===== src/hw/rtl/rmv_pkg.sv =====
// ----------------------------------------------------------------------------
// rmv_pkg
// Shared types and constants for the running mean, variance and min/max unit.
// ----------------------------------------------------------------------------
package rmv_pkg;

  // Default field geometry of a sample.
  localparam int unsigned SampleWidthDef = 32;
  localparam int unsigned FracBitsDef    = 16;

  // Fixed widths of the ports and of the statistics registers.
  localparam int unsigned SamplePortW = 32;
  localparam int unsigned CountW      = 32;
  localparam int unsigned TotalW      = 64;
  localparam int unsigned SqDevW      = 64;
  localparam int unsigned StatW       = 32;

  // Controller states.
  typedef enum logic [2:0] {
    ST_IDLE,
    ST_DIV,
    ST_MEAN,
    ST_D2,
    ST_PROD,
    ST_ACC,
    ST_WRITE
  } state_e;

  // Commands from the controller to the datapath.
  typedef struct packed {
    logic accept_clear;
    logic accept_record;
    logic div_step;
    logic mean_upd;
    logic d2_calc;
    logic prod_calc;
    logic acc_upd;
    logic load_out;
  } cmd_t;

  // Status from the datapath to the controller.
  typedef struct packed {
    logic div_last;
  } sts_t;

endpackage


===== src/hw/rtl/running_mean_variance_minmax_unit.sv =====
// ----------------------------------------------------------------------------
// running_mean_variance_minmax_unit
// Running count, saturating sum, mean, sum of squared deviations, minimum and
// maximum over signed fixed-point samples, updated one item at a time.
// ----------------------------------------------------------------------------
//
//   Channel | Direction | Handshake             | Payload
//   --------+-----------+-----------------------+------------------------------
//   in      | input     | in_valid_i/in_ready_o | kind_i, sample_i
//   out     | output    | out_valid_o/out_ready_i | sample_count_o, sum_total_o,
//           |           |                       | mean_o, sq_dev_sum_o,
//           |           |                       | minimum_o, maximum_o
//
// A sample item occupies the unit from acceptance through SAMPLE_WIDTH steps of
// the one-bit restoring divider that forms delta / count, then mean, second
// delta, multiply, accumulate and output load. A clear item goes from
// acceptance straight to the output load.
// Reset returns all statistics to their cleared values and empties the output.
// in_ready_o is high whenever the sequencer is idle, even while a result waits
// in the output register; a new result waits in the last step until the
// previous one has been taken.
//
module running_mean_variance_minmax_unit import rmv_pkg::*; #(
  parameter int unsigned SAMPLE_WIDTH = SampleWidthDef,
  parameter int unsigned FRAC_BITS    = FracBitsDef
) (
  input  logic                          clk_i,
  input  logic                          rst_ni,
  input  logic                          in_valid_i,
  output logic                          in_ready_o,
  input  logic                          kind_i,
  input  logic signed [SamplePortW-1:0] sample_i,
  output logic                          out_valid_o,
  input  logic                          out_ready_i,
  output logic [CountW-1:0]             sample_count_o,
  output logic signed [TotalW-1:0]      sum_total_o,
  output logic signed [StatW-1:0]       mean_o,
  output logic [SqDevW-1:0]             sq_dev_sum_o,
  output logic signed [StatW-1:0]       minimum_o,
  output logic signed [StatW-1:0]       maximum_o
);

  // Commands flow from the sequencer to the datapath; the datapath reports
  // back only when the divider is on its last step.
  cmd_t cmd;
  sts_t sts;

  rmv_ctrl u_ctrl (
    .clk_i       (clk_i),
    .rst_ni      (rst_ni),
    .in_valid_i  (in_valid_i),
    .in_ready_o  (in_ready_o),
    .kind_i      (kind_i),
    .out_valid_o (out_valid_o),
    .out_ready_i (out_ready_i),
    .cmd_o       (cmd),
    .sts_i       (sts)
  );

  // The datapath holds the statistics themselves and the output register, so
  // a finished result stays put while the next item is being worked on.
  rmv_datapath #(
    .SAMPLE_WIDTH (SAMPLE_WIDTH),
    .FRAC_BITS    (FRAC_BITS)
  ) u_datapath (
    .clk_i          (clk_i),
    .rst_ni         (rst_ni),
    .cmd_i          (cmd),
    .sts_o          (sts),
    .sample_i       (sample_i),
    .sample_count_o (sample_count_o),
    .sum_total_o    (sum_total_o),
    .mean_o         (mean_o),
    .sq_dev_sum_o   (sq_dev_sum_o),
    .minimum_o      (minimum_o),
    .maximum_o      (maximum_o)
  );

endmodule


===== src/hw/rtl/rmv_ctrl.sv =====
// ----------------------------------------------------------------------------
// rmv_ctrl
// Sequencer for one item: accept, serial divide, mean, square term, output.
// ----------------------------------------------------------------------------
module rmv_ctrl import rmv_pkg::*; (
  input  logic clk_i,
  input  logic rst_ni,
  input  logic in_valid_i,
  output logic in_ready_o,
  input  logic kind_i,
  output logic out_valid_o,
  input  logic out_ready_i,
  output cmd_t cmd_o,
  input  sts_t sts_i
);

  state_e state_q, state_d;
  logic   out_valid_q, out_valid_d;
  logic   accept;
  logic   load;

  assign accept = in_valid_i && (state_q == ST_IDLE);
  assign load   = (state_q == ST_WRITE) && (!out_valid_q || out_ready_i);

  // Next state.
  always_comb begin
    state_d = state_q;
    case (state_q)
      ST_IDLE: begin
        if (accept) begin
          state_d = kind_i ? ST_WRITE : ST_DIV;
        end
      end
      ST_DIV: begin
        if (sts_i.div_last) begin
          state_d = ST_MEAN;
        end
      end
      ST_MEAN:  state_d = ST_D2;
      ST_D2:    state_d = ST_PROD;
      ST_PROD:  state_d = ST_ACC;
      ST_ACC:   state_d = ST_WRITE;
      ST_WRITE: begin
        if (load) begin
          state_d = ST_IDLE;
        end
      end
      default:  state_d = ST_IDLE;
    endcase
  end

  // Outputs.
  always_comb begin
    cmd_o               = '0;
    cmd_o.accept_clear  = accept && kind_i;
    cmd_o.accept_record = accept && !kind_i;
    cmd_o.div_step      = (state_q == ST_DIV);
    cmd_o.mean_upd      = (state_q == ST_MEAN);
    cmd_o.d2_calc       = (state_q == ST_D2);
    cmd_o.prod_calc     = (state_q == ST_PROD);
    cmd_o.acc_upd       = (state_q == ST_ACC);
    cmd_o.load_out      = load;
    in_ready_o          = (state_q == ST_IDLE);
    if (load) begin
      out_valid_d = 1'b1;
    end else if (out_ready_i) begin
      out_valid_d = 1'b0;
    end else begin
      out_valid_d = out_valid_q;
    end
  end

  assign out_valid_o = out_valid_q;

  always_ff @(posedge clk_i or negedge rst_ni) begin
    if (!rst_ni) begin
      state_q     <= ST_IDLE;
      out_valid_q <= 1'b0;
    end else begin
      state_q     <= state_d;
      out_valid_q <= out_valid_d;
    end
  end

endmodule


===== src/hw/rtl/rmv_datapath.sv =====
// ----------------------------------------------------------------------------
// rmv_datapath
// Statistics registers, restoring divider, squared-deviation multiplier and
// output registers.
// ----------------------------------------------------------------------------
module rmv_datapath import rmv_pkg::*; #(
  parameter int unsigned SAMPLE_WIDTH = SampleWidthDef,
  parameter int unsigned FRAC_BITS    = FracBitsDef
) (
  input  logic                     clk_i,
  input  logic                     rst_ni,
  input  cmd_t                     cmd_i,
  output sts_t                     sts_o,
  input  logic signed [SamplePortW-1:0] sample_i,
  output logic [CountW-1:0]        sample_count_o,
  output logic signed [TotalW-1:0] sum_total_o,
  output logic signed [StatW-1:0]  mean_o,
  output logic [SqDevW-1:0]        sq_dev_sum_o,
  output logic signed [StatW-1:0]  minimum_o,
  output logic signed [StatW-1:0]  maximum_o
);

  localparam int unsigned SW   = SAMPLE_WIDTH;
  localparam int unsigned CntW = $clog2(SW);
  localparam logic signed [SW-1:0] SmpMax = {1'b0, {(SW-1){1'b1}}};
  localparam logic signed [SW-1:0] SmpMin = {1'b1, {(SW-1){1'b0}}};
  localparam logic signed [TotalW-1:0] TotMax = {1'b0, {(TotalW-1){1'b1}}};
  localparam logic signed [TotalW-1:0] TotMin = {1'b1, {(TotalW-1){1'b0}}};

  // Architectural statistics.
  logic [CountW-1:0]        count_q;
  logic signed [TotalW-1:0] total_q;
  logic signed [SW-1:0]     mean_q;
  logic [SqDevW-1:0]        sqdev_q;
  logic signed [SW-1:0]     min_q;
  logic signed [SW-1:0]     max_q;

  // Working registers for one item.
  logic signed [SW-1:0] smp_q;
  logic                 neg_q;
  logic [SW-1:0]        mag1_q;
  logic [SW-1:0]        mag2_q;
  logic [SW-1:0]        dq_q;
  logic [CountW-1:0]    rem_q;
  logic [CntW-1:0]      cnt_q;
  logic [2*SW-1:0]      prod_q;

  logic signed [SW-1:0]     smp_in;
  logic signed [SW:0]       d1;
  logic signed [SW:0]       d2;
  logic signed [SW:0]       d1_neg;
  logic signed [SW:0]       d2_neg;
  logic signed [TotalW-1:0] smp_ext;
  logic signed [TotalW-1:0] tot_sum;
  logic signed [TotalW-1:0] tot_sat;
  logic [CountW:0]          div_shift;
  logic [CountW:0]          div_den;
  logic                     div_ge;
  logic [CountW:0]          div_diff;
  logic signed [SW:0]       q_signed;
  logic signed [SW:0]       mean_sum;
  logic [SqDevW-1:0]        sq_inc;
  logic [SqDevW:0]          sq_sum;

  assign smp_in  = sample_i[SW-1:0];
  assign d1      = (SW+1)'(smp_in) - (SW+1)'(mean_q);
  assign d1_neg  = -d1;
  assign d2      = (SW+1)'(smp_q) - (SW+1)'(mean_q);
  assign d2_neg  = -d2;

  assign smp_ext = TotalW'(smp_in);
  assign tot_sum = total_q + smp_ext;
  always_comb begin
    if ((total_q[TotalW-1] == smp_ext[TotalW-1]) &&
        (tot_sum[TotalW-1] != smp_ext[TotalW-1])) begin
      tot_sat = smp_ext[TotalW-1] ? TotMin : TotMax;
    end else begin
      tot_sat = tot_sum;
    end
  end

  // One restoring step per cycle: the quotient shifts into dq_q.
  assign div_shift = {rem_q, dq_q[SW-1]};
  assign div_den   = {1'b0, count_q};
  assign div_ge    = (div_shift >= div_den);
  assign div_diff  = div_shift - div_den;

  assign q_signed  = neg_q ? -{1'b0, dq_q} : {1'b0, dq_q};
  assign mean_sum  = (SW+1)'(mean_q) + q_signed;

  assign sq_inc    = SqDevW'(prod_q >> FRAC_BITS);
  assign sq_sum    = {1'b0, sqdev_q} + {1'b0, sq_inc};

  assign sts_o.div_last = (cnt_q == '0);

  always_ff @(posedge clk_i or negedge rst_ni) begin
    if (!rst_ni) begin
      count_q <= '0;
      total_q <= '0;
      mean_q  <= '0;
      sqdev_q <= '0;
      min_q   <= SmpMax;
      max_q   <= SmpMin;
    end else begin
      if (cmd_i.accept_clear) begin
        count_q <= '0;
        total_q <= '0;
        mean_q  <= '0;
        sqdev_q <= '0;
        min_q   <= SmpMax;
        max_q   <= SmpMin;
      end else if (cmd_i.accept_record) begin
        if (count_q != '1) begin
          count_q <= count_q + CountW'(1);
        end
        total_q <= tot_sat;
        if (smp_in < min_q) begin
          min_q <= smp_in;
        end
        if (smp_in > max_q) begin
          max_q <= smp_in;
        end
      end
      if (cmd_i.mean_upd) begin
        mean_q <= mean_sum[SW-1:0];
      end
      if (cmd_i.acc_upd) begin
        sqdev_q <= sq_sum[SqDevW] ? '1 : sq_sum[SqDevW-1:0];
      end
    end
  end

  // Working registers carry no reset.
  always_ff @(posedge clk_i) begin
    if (cmd_i.accept_record) begin
      smp_q  <= smp_in;
      neg_q  <= d1[SW];
      mag1_q <= d1[SW] ? d1_neg[SW-1:0] : d1[SW-1:0];
      dq_q   <= d1[SW] ? d1_neg[SW-1:0] : d1[SW-1:0];
      rem_q  <= '0;
      cnt_q  <= CntW'(SW - 1);
    end
    if (cmd_i.div_step) begin
      rem_q <= div_ge ? div_diff[CountW-1:0] : div_shift[CountW-1:0];
      dq_q  <= {dq_q[SW-2:0], div_ge};
      cnt_q <= cnt_q - CntW'(1);
    end
    if (cmd_i.d2_calc) begin
      mag2_q <= d2[SW] ? d2_neg[SW-1:0] : d2[SW-1:0];
    end
    if (cmd_i.prod_calc) begin
      prod_q <= (2*SW)'(mag1_q) * (2*SW)'(mag2_q);
    end
    if (cmd_i.load_out) begin
      sample_count_o <= count_q;
      sum_total_o    <= total_q;
      mean_o         <= StatW'(mean_q);
      sq_dev_sum_o   <= sqdev_q;
      minimum_o      <= StatW'(min_q);
      maximum_o      <= StatW'(max_q);
    end
  end

endmodule


===== config.mk =====
export PLATFORM = sky130hd
export DESIGN_NAME = running_mean_variance_minmax_unit
export DESIGN_NICKNAME = d
export VERILOG_FILES = /design/src/hw/rtl/rmv_pkg.sv /design/src/hw/rtl/running_mean_variance_minmax_unit.sv /design/src/hw/rtl/rmv_ctrl.sv /design/src/hw/rtl/rmv_datapath.sv
export SDC_FILE = /design/constraint.sdc
export NUM_CORES = 2
export LEC_CHECK = 0
export BUFFER_PORTS_ARGS = -buffer_cell sky130_fd_sc_hd__buf_4
export CAP_MARGIN = 20
export CORE_ASPECT_RATIO = 2
export CORE_MARGIN = 5
export CORE_UTILIZATION = 23
export DETAILED_ROUTE_END_ITERATION = 16
export SLEW_MARGIN = 20
export SYNTH_ARGS = -nofsm -noshare
export SYNTH_HDL_FRONTEND = slang
export SYNTH_SLANG_ARGS = --single-unit
export TNS_END_PERCENT = 5

===== constraint.sdc =====
create_clock -name clk_i -period 11.8 [get_ports clk_i]
set_input_delay 0.59 -clock clk_i [delete_from_list [all_inputs] [get_ports clk_i]]
set_output_delay 0.59 -clock clk_i [all_outputs]
set_load 0.005 [all_outputs]

==> After elaboration in Yosys (flattened, before gate mapping) <==
Index checks and enable logic that the tools add are counted.
{ "word_totals": {"regBits": 746, "input_bits": 37, "output_inout_bits": 258, "wordCells": 106} }
{ "op_classes": {"add_sub_neg": 11, "mul": 1, "magnitude_cmp": 3, "n_eq_ne": 12, "n_mux": 35, "reduce_logical": 22} }
{ "op_table": {"columns": ["op", "n"], "rows": [
  ["two-way mux 32 bit", 19],
  ["two-way mux 64 bit", 7],
  ["negator 32 bit", 3],
  ["subtractor 32 x 32 -> 33 bit", 2],
  ["adder 64 x 48 -> 65 bit", 1],
  ["adder 64 x 32 -> 64 bit", 1],
  ["multiplier 32 x 32 -> 64 bit", 1],
  ["greater-or-equal comparator 33 x 32 -> 1 bit", 1],
  ["adder 32 x 1 -> 32 bit, second input constant", 1],
  ["adder 32 bit", 1],
  ["> comparator 32 bit", 1],
  ["less-than comparator 32 bit", 1],
  ["inequality test 32 bit, second input constant", 1],
  ["subtractor 32 bit", 1],
  ["one-hot mux 3 bit (7 select lines)", 1],
  ["nonzero test 2 bit", 8],
  ["two-way mux 3 bit", 4],
  ["two-way mux 5 bit", 2],
  ["equality test 3 bit, second input constant", 3],
  ["equality test 3 x 2 -> 1 bit, second input constant", 2],
  ["inequality test 2 x 1 -> 1 bit, second input constant", 3],
  ["AND reduction 2 bit", 3],
  ["logical AND 1 bit", 5],
  ["zero test 5 bit", 1],
  ["9 further kinds", 11]
]} }

==> Depth between registers and ports, before layout <==
{ "depth": {"depth_word": 6, "ltp_mapped": 30, "mapped_depth_nobuf": 29} }

==> By module <==
From an unflattened synthesis, not the netlist that was laid out.
{ "hier_totals": {"hier_cells": 7646, "hier_area_um2": 74954.4} }
{ "modules_own_cells": {"columns": ["mod", "n_inst", "cells_per_inst", "area_per_inst_um2", "seq_area_each_um2"], "rows": [
  ["rmv_datapath", 1, 7609, 74656.6, 20559.7],
  ["rmv_ctrl", 1, 37, 297.8, 100.1]
]} }

==> Worst setup path after synthesis <==
OpenSTA, ideal clock, no wires.
{ "synth_path": {"path_type": "register -> register", "start": "reg u_ctrl.state_q[0]", "end": "reg u_datapath.maximum_o[0] (enable)", "setup_time_ps": 905, "arrival_time_ps": 11954, "t_required_ps": 10895, "slack_ps": -1059, "stages_incl_launch_ff": 4, "path_buffers": 1, "synth_period_minus_slack_ps": 12859, "cell_sequence": "dfrtp_1 > clkbuf_1 > nand3b_1 > nor2b_1"} }
{ "synth_lines": {"columns": ["element", "line_no", "source"], "rows": [
  ["from (decl)", "rmv_ctrl.sv:17", "state_e state_q, state_d;"],
  ["from (signal assigned)", "rmv_ctrl.sv:80", "state_q <= state_d;"],
  ["to (signal assigned)", "rmv_datapath.sv:160", "maximum_o <= StatW'(max_q);"],
  ["to (decl)", "rmv_datapath.sv:20", "output logic signed [StatW-1:0] maximum_o"]
]} }

==> Final worst setup path <==
{ "layout_path": {"start": "reg u_datapath.mag2_q[7]", "end": "reg u_datapath.prod_q[63], data pin"} }
{ "layout_via": {"elab_chain_cells": 1} }
{ "layout_lines": {"columns": ["element", "line_no", "source"], "rows": [
  ["from (decl)", "rmv_datapath.sv:42", "logic [SW-1:0] mag2_q;"],
  ["from (signal assigned)", "rmv_datapath.sv:149", "mag2_q <= d2[SW] ? d2_neg[SW-1:0] : d2[SW-1:0];"],
  ["multiplier 32 x 32 -> 64 bit", "rmv_datapath.sv:152", "prod_q <= (2*SW)'(mag1_q) * (2*SW)'(mag2_q);"],
  ["to (signal assigned)", "rmv_datapath.sv:152", null],
  ["to (decl)", "rmv_datapath.sv:46", "logic [2*SW-1:0] prod_q;"]
]} }
Every way passes these cells.
A chain may end at the register's enable or synchronous reset.

==> flow_summary.json <==
{
  "wl_um": 230200,
  "slew_viol_final": 0,
  "slowest_delay_ns": 1.09,
  "ys_ff_latch": 730,
  "chipHeight_um": 811.7,
  "start_kind": "flip-flop",
  "finalNetCount": 9106,
  "hp-start": "sample_i[0]",
  "grt_antenna_before_repair": 4,
  "holdPathEnd": "u_datapath.smp_q[0]$_DFFE_PP_",
  "h-tree-depth": 3,
  "fin_skew_ns": 0.04267,
  "area.growth.synth_to_final_pct": 13.46,
  "via_per_inst": 4.534,
  "layout_commonest_cell": "inv_1",
  "final_util_pct": 26.17,
  "synth_top_cell_area_share_pct": 24.41,
  "crit_path_end_kind": "flip-flop",
  "drcViolationCount": 0,
  "initial_core_util_pct": 23.07,
  "worst_pin_slew_ns": 1.122,
  "required_ns": 12.22,
  "holdCritPathClass": "input pin to flip-flop",
  "r2r_end": "u_datapath.prod_q[63]$_DFFE_PP_",
  "r2r_cells": 28,
  "syn-cell-area_mm2": 0.07391,
  "cts_sinks": 730,
  "holdPathStages": 1,
  "die_w_um": 410.8,
  "hold_viol_final": 0,
  "slowest_stage": "edfxtp_1",
  "fp-row-count": 294,
  "syn_nets": 8965,
  "routedWlPerCell_um": 19.24,
  "period_minus_slack_ns": 9.211,
  "grt_setup_unrepaired": "false",
  "syn_area_per_cell_um2": 9.906,
  "synth_cell_types": 102,
  "status": "finished clean",
  "cts_resized": 0,
  "path_common_cell": "fa_1",
  "io_buffers": 294,
  "root_buffer": "clkbuf_16",
  "r2r-start": "u_datapath.mag2_q[7]$_DFFE_PP_",
  "via_count": 54240,
  "fin_crit_sh_pct": 78.06,
  "synth_seq_area_share_pct": 27.95,
  "finalSetupTns_ns": 0,
  "clkTransAtPathRegs_ns": 0.07,
  "max-slew-margin-rel_pct": 25.23,
  "ys_warn_count": 0,
  "yosys_most_used_dff": "edfxtp_1",
  "grt_pass1_vias": 59830,
  "dr.pass1.iters": 5,
  "grt_use_total_pct": 13.65,
  "async_reset_ff_share_pct": 35.62,
  "grt_max_degree": 73,
  "insertion_delay_ns": 0.71,
  "final_antenna_net_count": 0,
  "yosys-top-cells-area": "fa_1 (24%), edfxtp_1 (19%), ha_1 (9.6%), dfrtp_1 (7.7%), inv_1 (5.6%)",
  "cts_tree": "done",
  "synth_cells": 7461,
  "gp_congestion": 0.9085,
  "rrSetupSlack_ns": 2.59,
  "grt_overflow": 0,
  "place_hpwl_um": 182200,
  "ios": 295,
  "grt_pass1_wl_um": 351300,
  "cts_buffers": 79,
  "setup_viol": 0,
  "synth_edf_count": 470,
  "die-area_mm2": 0.3335,
  "crit_arrival_ns": 9.63,
  "worstPathMaxFanout": 32,
  "clk_path_buf_depth": 3,
  "layout_common_cells": "inv_1 (1101), fa_1 (901), nand2_1 (725)",
  "max_freq_ghz": 0.1086,
  "final_layout_size_suffix_gt1_share_pct": 8.529,
  "drtIter0Drc": 2730,
  "cap_violations": 0,
  "crit_type": "flip-flop to flip-flop",
  "yosysTopAreaCell": "fa_1",
  "fp.coreArea_mm2": 0.3204
}
[repair_timing]
item,CTS,global route
setup buffers,0,0
hold buffers,1,0
endpoints found under the setup margin,0,0
hold endpoints to repair,28,0
[per-stage QoR]
stage	hold WS, ns	worst slack [ns]	cells	instance area, um^2
floorplan	0.2944	3.902	7461	73910
global placement	0.4302	2.644	11810	81010
detailed placement	0.4368	2.558	11810	81010
CTS	0.09175	2.530	11960	83770
global route	0.1137	2.085	11960	83850
finish	0.1522	2.589	11960	83850
[worst max path at each step]
stage                                   start                                 to  slack, ns
2_1_floorplan   u_ctrl.state_q[0]$_DFFE_PN0P_  u_datapath.maximum_o[0]$_DFFE_PP_       3.90
3_3_place_gp   u_datapath.mag2_q[2]$_DFFE_PP_    u_datapath.prod_q[63]$_DFFE_PP_       2.64
3_5_place_dp   u_datapath.mag2_q[6]$_DFFE_PP_    u_datapath.prod_q[63]$_DFFE_PP_       2.56
4_1_cts        u_datapath.mag2_q[6]$_DFFE_PP_    u_datapath.prod_q[63]$_DFFE_PP_       2.53
5_1_grt        u_datapath.mag2_q[5]$_DFFE_PP_    u_datapath.prod_q[63]$_DFFE_PP_       2.09
6_report       u_datapath.mag2_q[7]$_DFFE_PP_    u_datapath.prod_q[63]$_DFFE_PP_       2.59
[sequential cells by signal (all words and copies together) (netlist names)]
name and flops:
u_datapath.sq_dev_sum_o 64, u_datapath.sqdev_q 64, u_datapath.sum_total_o 64, u_datapath.total_q 64
u_datapath.prod_q 48, u_datapath.count_q 32, u_datapath.dq_q 32, u_datapath.mag1_q 32
u_datapath.mag2_q 32, u_datapath.max_q 32, u_datapath.maximum_o 32, u_datapath.mean_o 32
u_datapath.mean_q 32, u_datapath.min_q 32, u_datapath.minimum_o 32, u_datapath.rem_q 32
u_datapath.sample_count_o 32, u_datapath.smp_q 32, u_datapath.cnt_q 5, u_ctrl.state_q 3
u_ctrl.out_valid_o 1, u_datapath.neg_q 1
[worst max-delay path, delay by kind of cell, from the launching register on]
| kind | cells | cell delay [ns] |
|---|---|---|
| buffers and inverters | 6 | 0.44 |
| adders and majority gates | 9 | 4.18 |
| AOI/OAI and AO/OA | 10 | 2.48 |
| xor gates and xnor gates | 1 | 0.11 |
| DFF | 1 | 1.09 |
| and+or+nand+nor | 2 | 0.58 |
[metal layers]
layer	global-route usage [%]	vias to the layer above	wire length (um)	share of wire (%)
met4	7.262	2	14360	6.2
li1	-	24770	-	-
met2	26.29	1480	123100	53
met1	13.89	27370	81640	35
met3	2.272	621	11060	4.8
met5	0	-	17	0.0074
[Yosys cell counts (84+ instances only)]
cell type  count
dfrtp_1      228
xnor2_1      252
nand2_1      728
and2_1       610
nor2_1       325
xor2_1       109
a21oi_1      349
a21o_1       169
clkbuf_1     311
edfxtp_1     470
ha_1         566
fa_1         901
inv_1       1101
o21ai_0      252
nand3_1       84
[cell type report]
class / instances / area, um^2
Inverter: 1102 / 4136
Tap cell: 4292 / 5370
Multi-Input combinational cell: 5296 / 47920
Sequential cell: 730 / 20660
Clock inverter: 48 / 581.8
Timing Repair Buffer: 393 / 3012
Fill cell: 33970 / 236500
Clock buffer: 99 / 2165
Antenna cell: 2 / 5.005
[cell families (layout without fill, tap and decap cells)]
family / after synthesis / count (layout) / share of synthesized area, %
AND/OR/NAND/NOR: 2160 / 2160 / 14.66
other: 0 / 2 / 0
XOR/XNOR: 362 / 362 / 4.315
AO/OA/AOI/OAI: 1237 / 1237 / 10.75
adder cells (fa/ha/maj): 1467 / 1467 / 33.99
multiplexers: 70 / 70 / 1.017
buffers and inverters: 1435 / 1642 / 7.317
flip-flops: 730 / 730 / 27.95
Power is not shown: default switching activity piles up to over one toggle a cycle in this logic, so the estimate is an artifact.
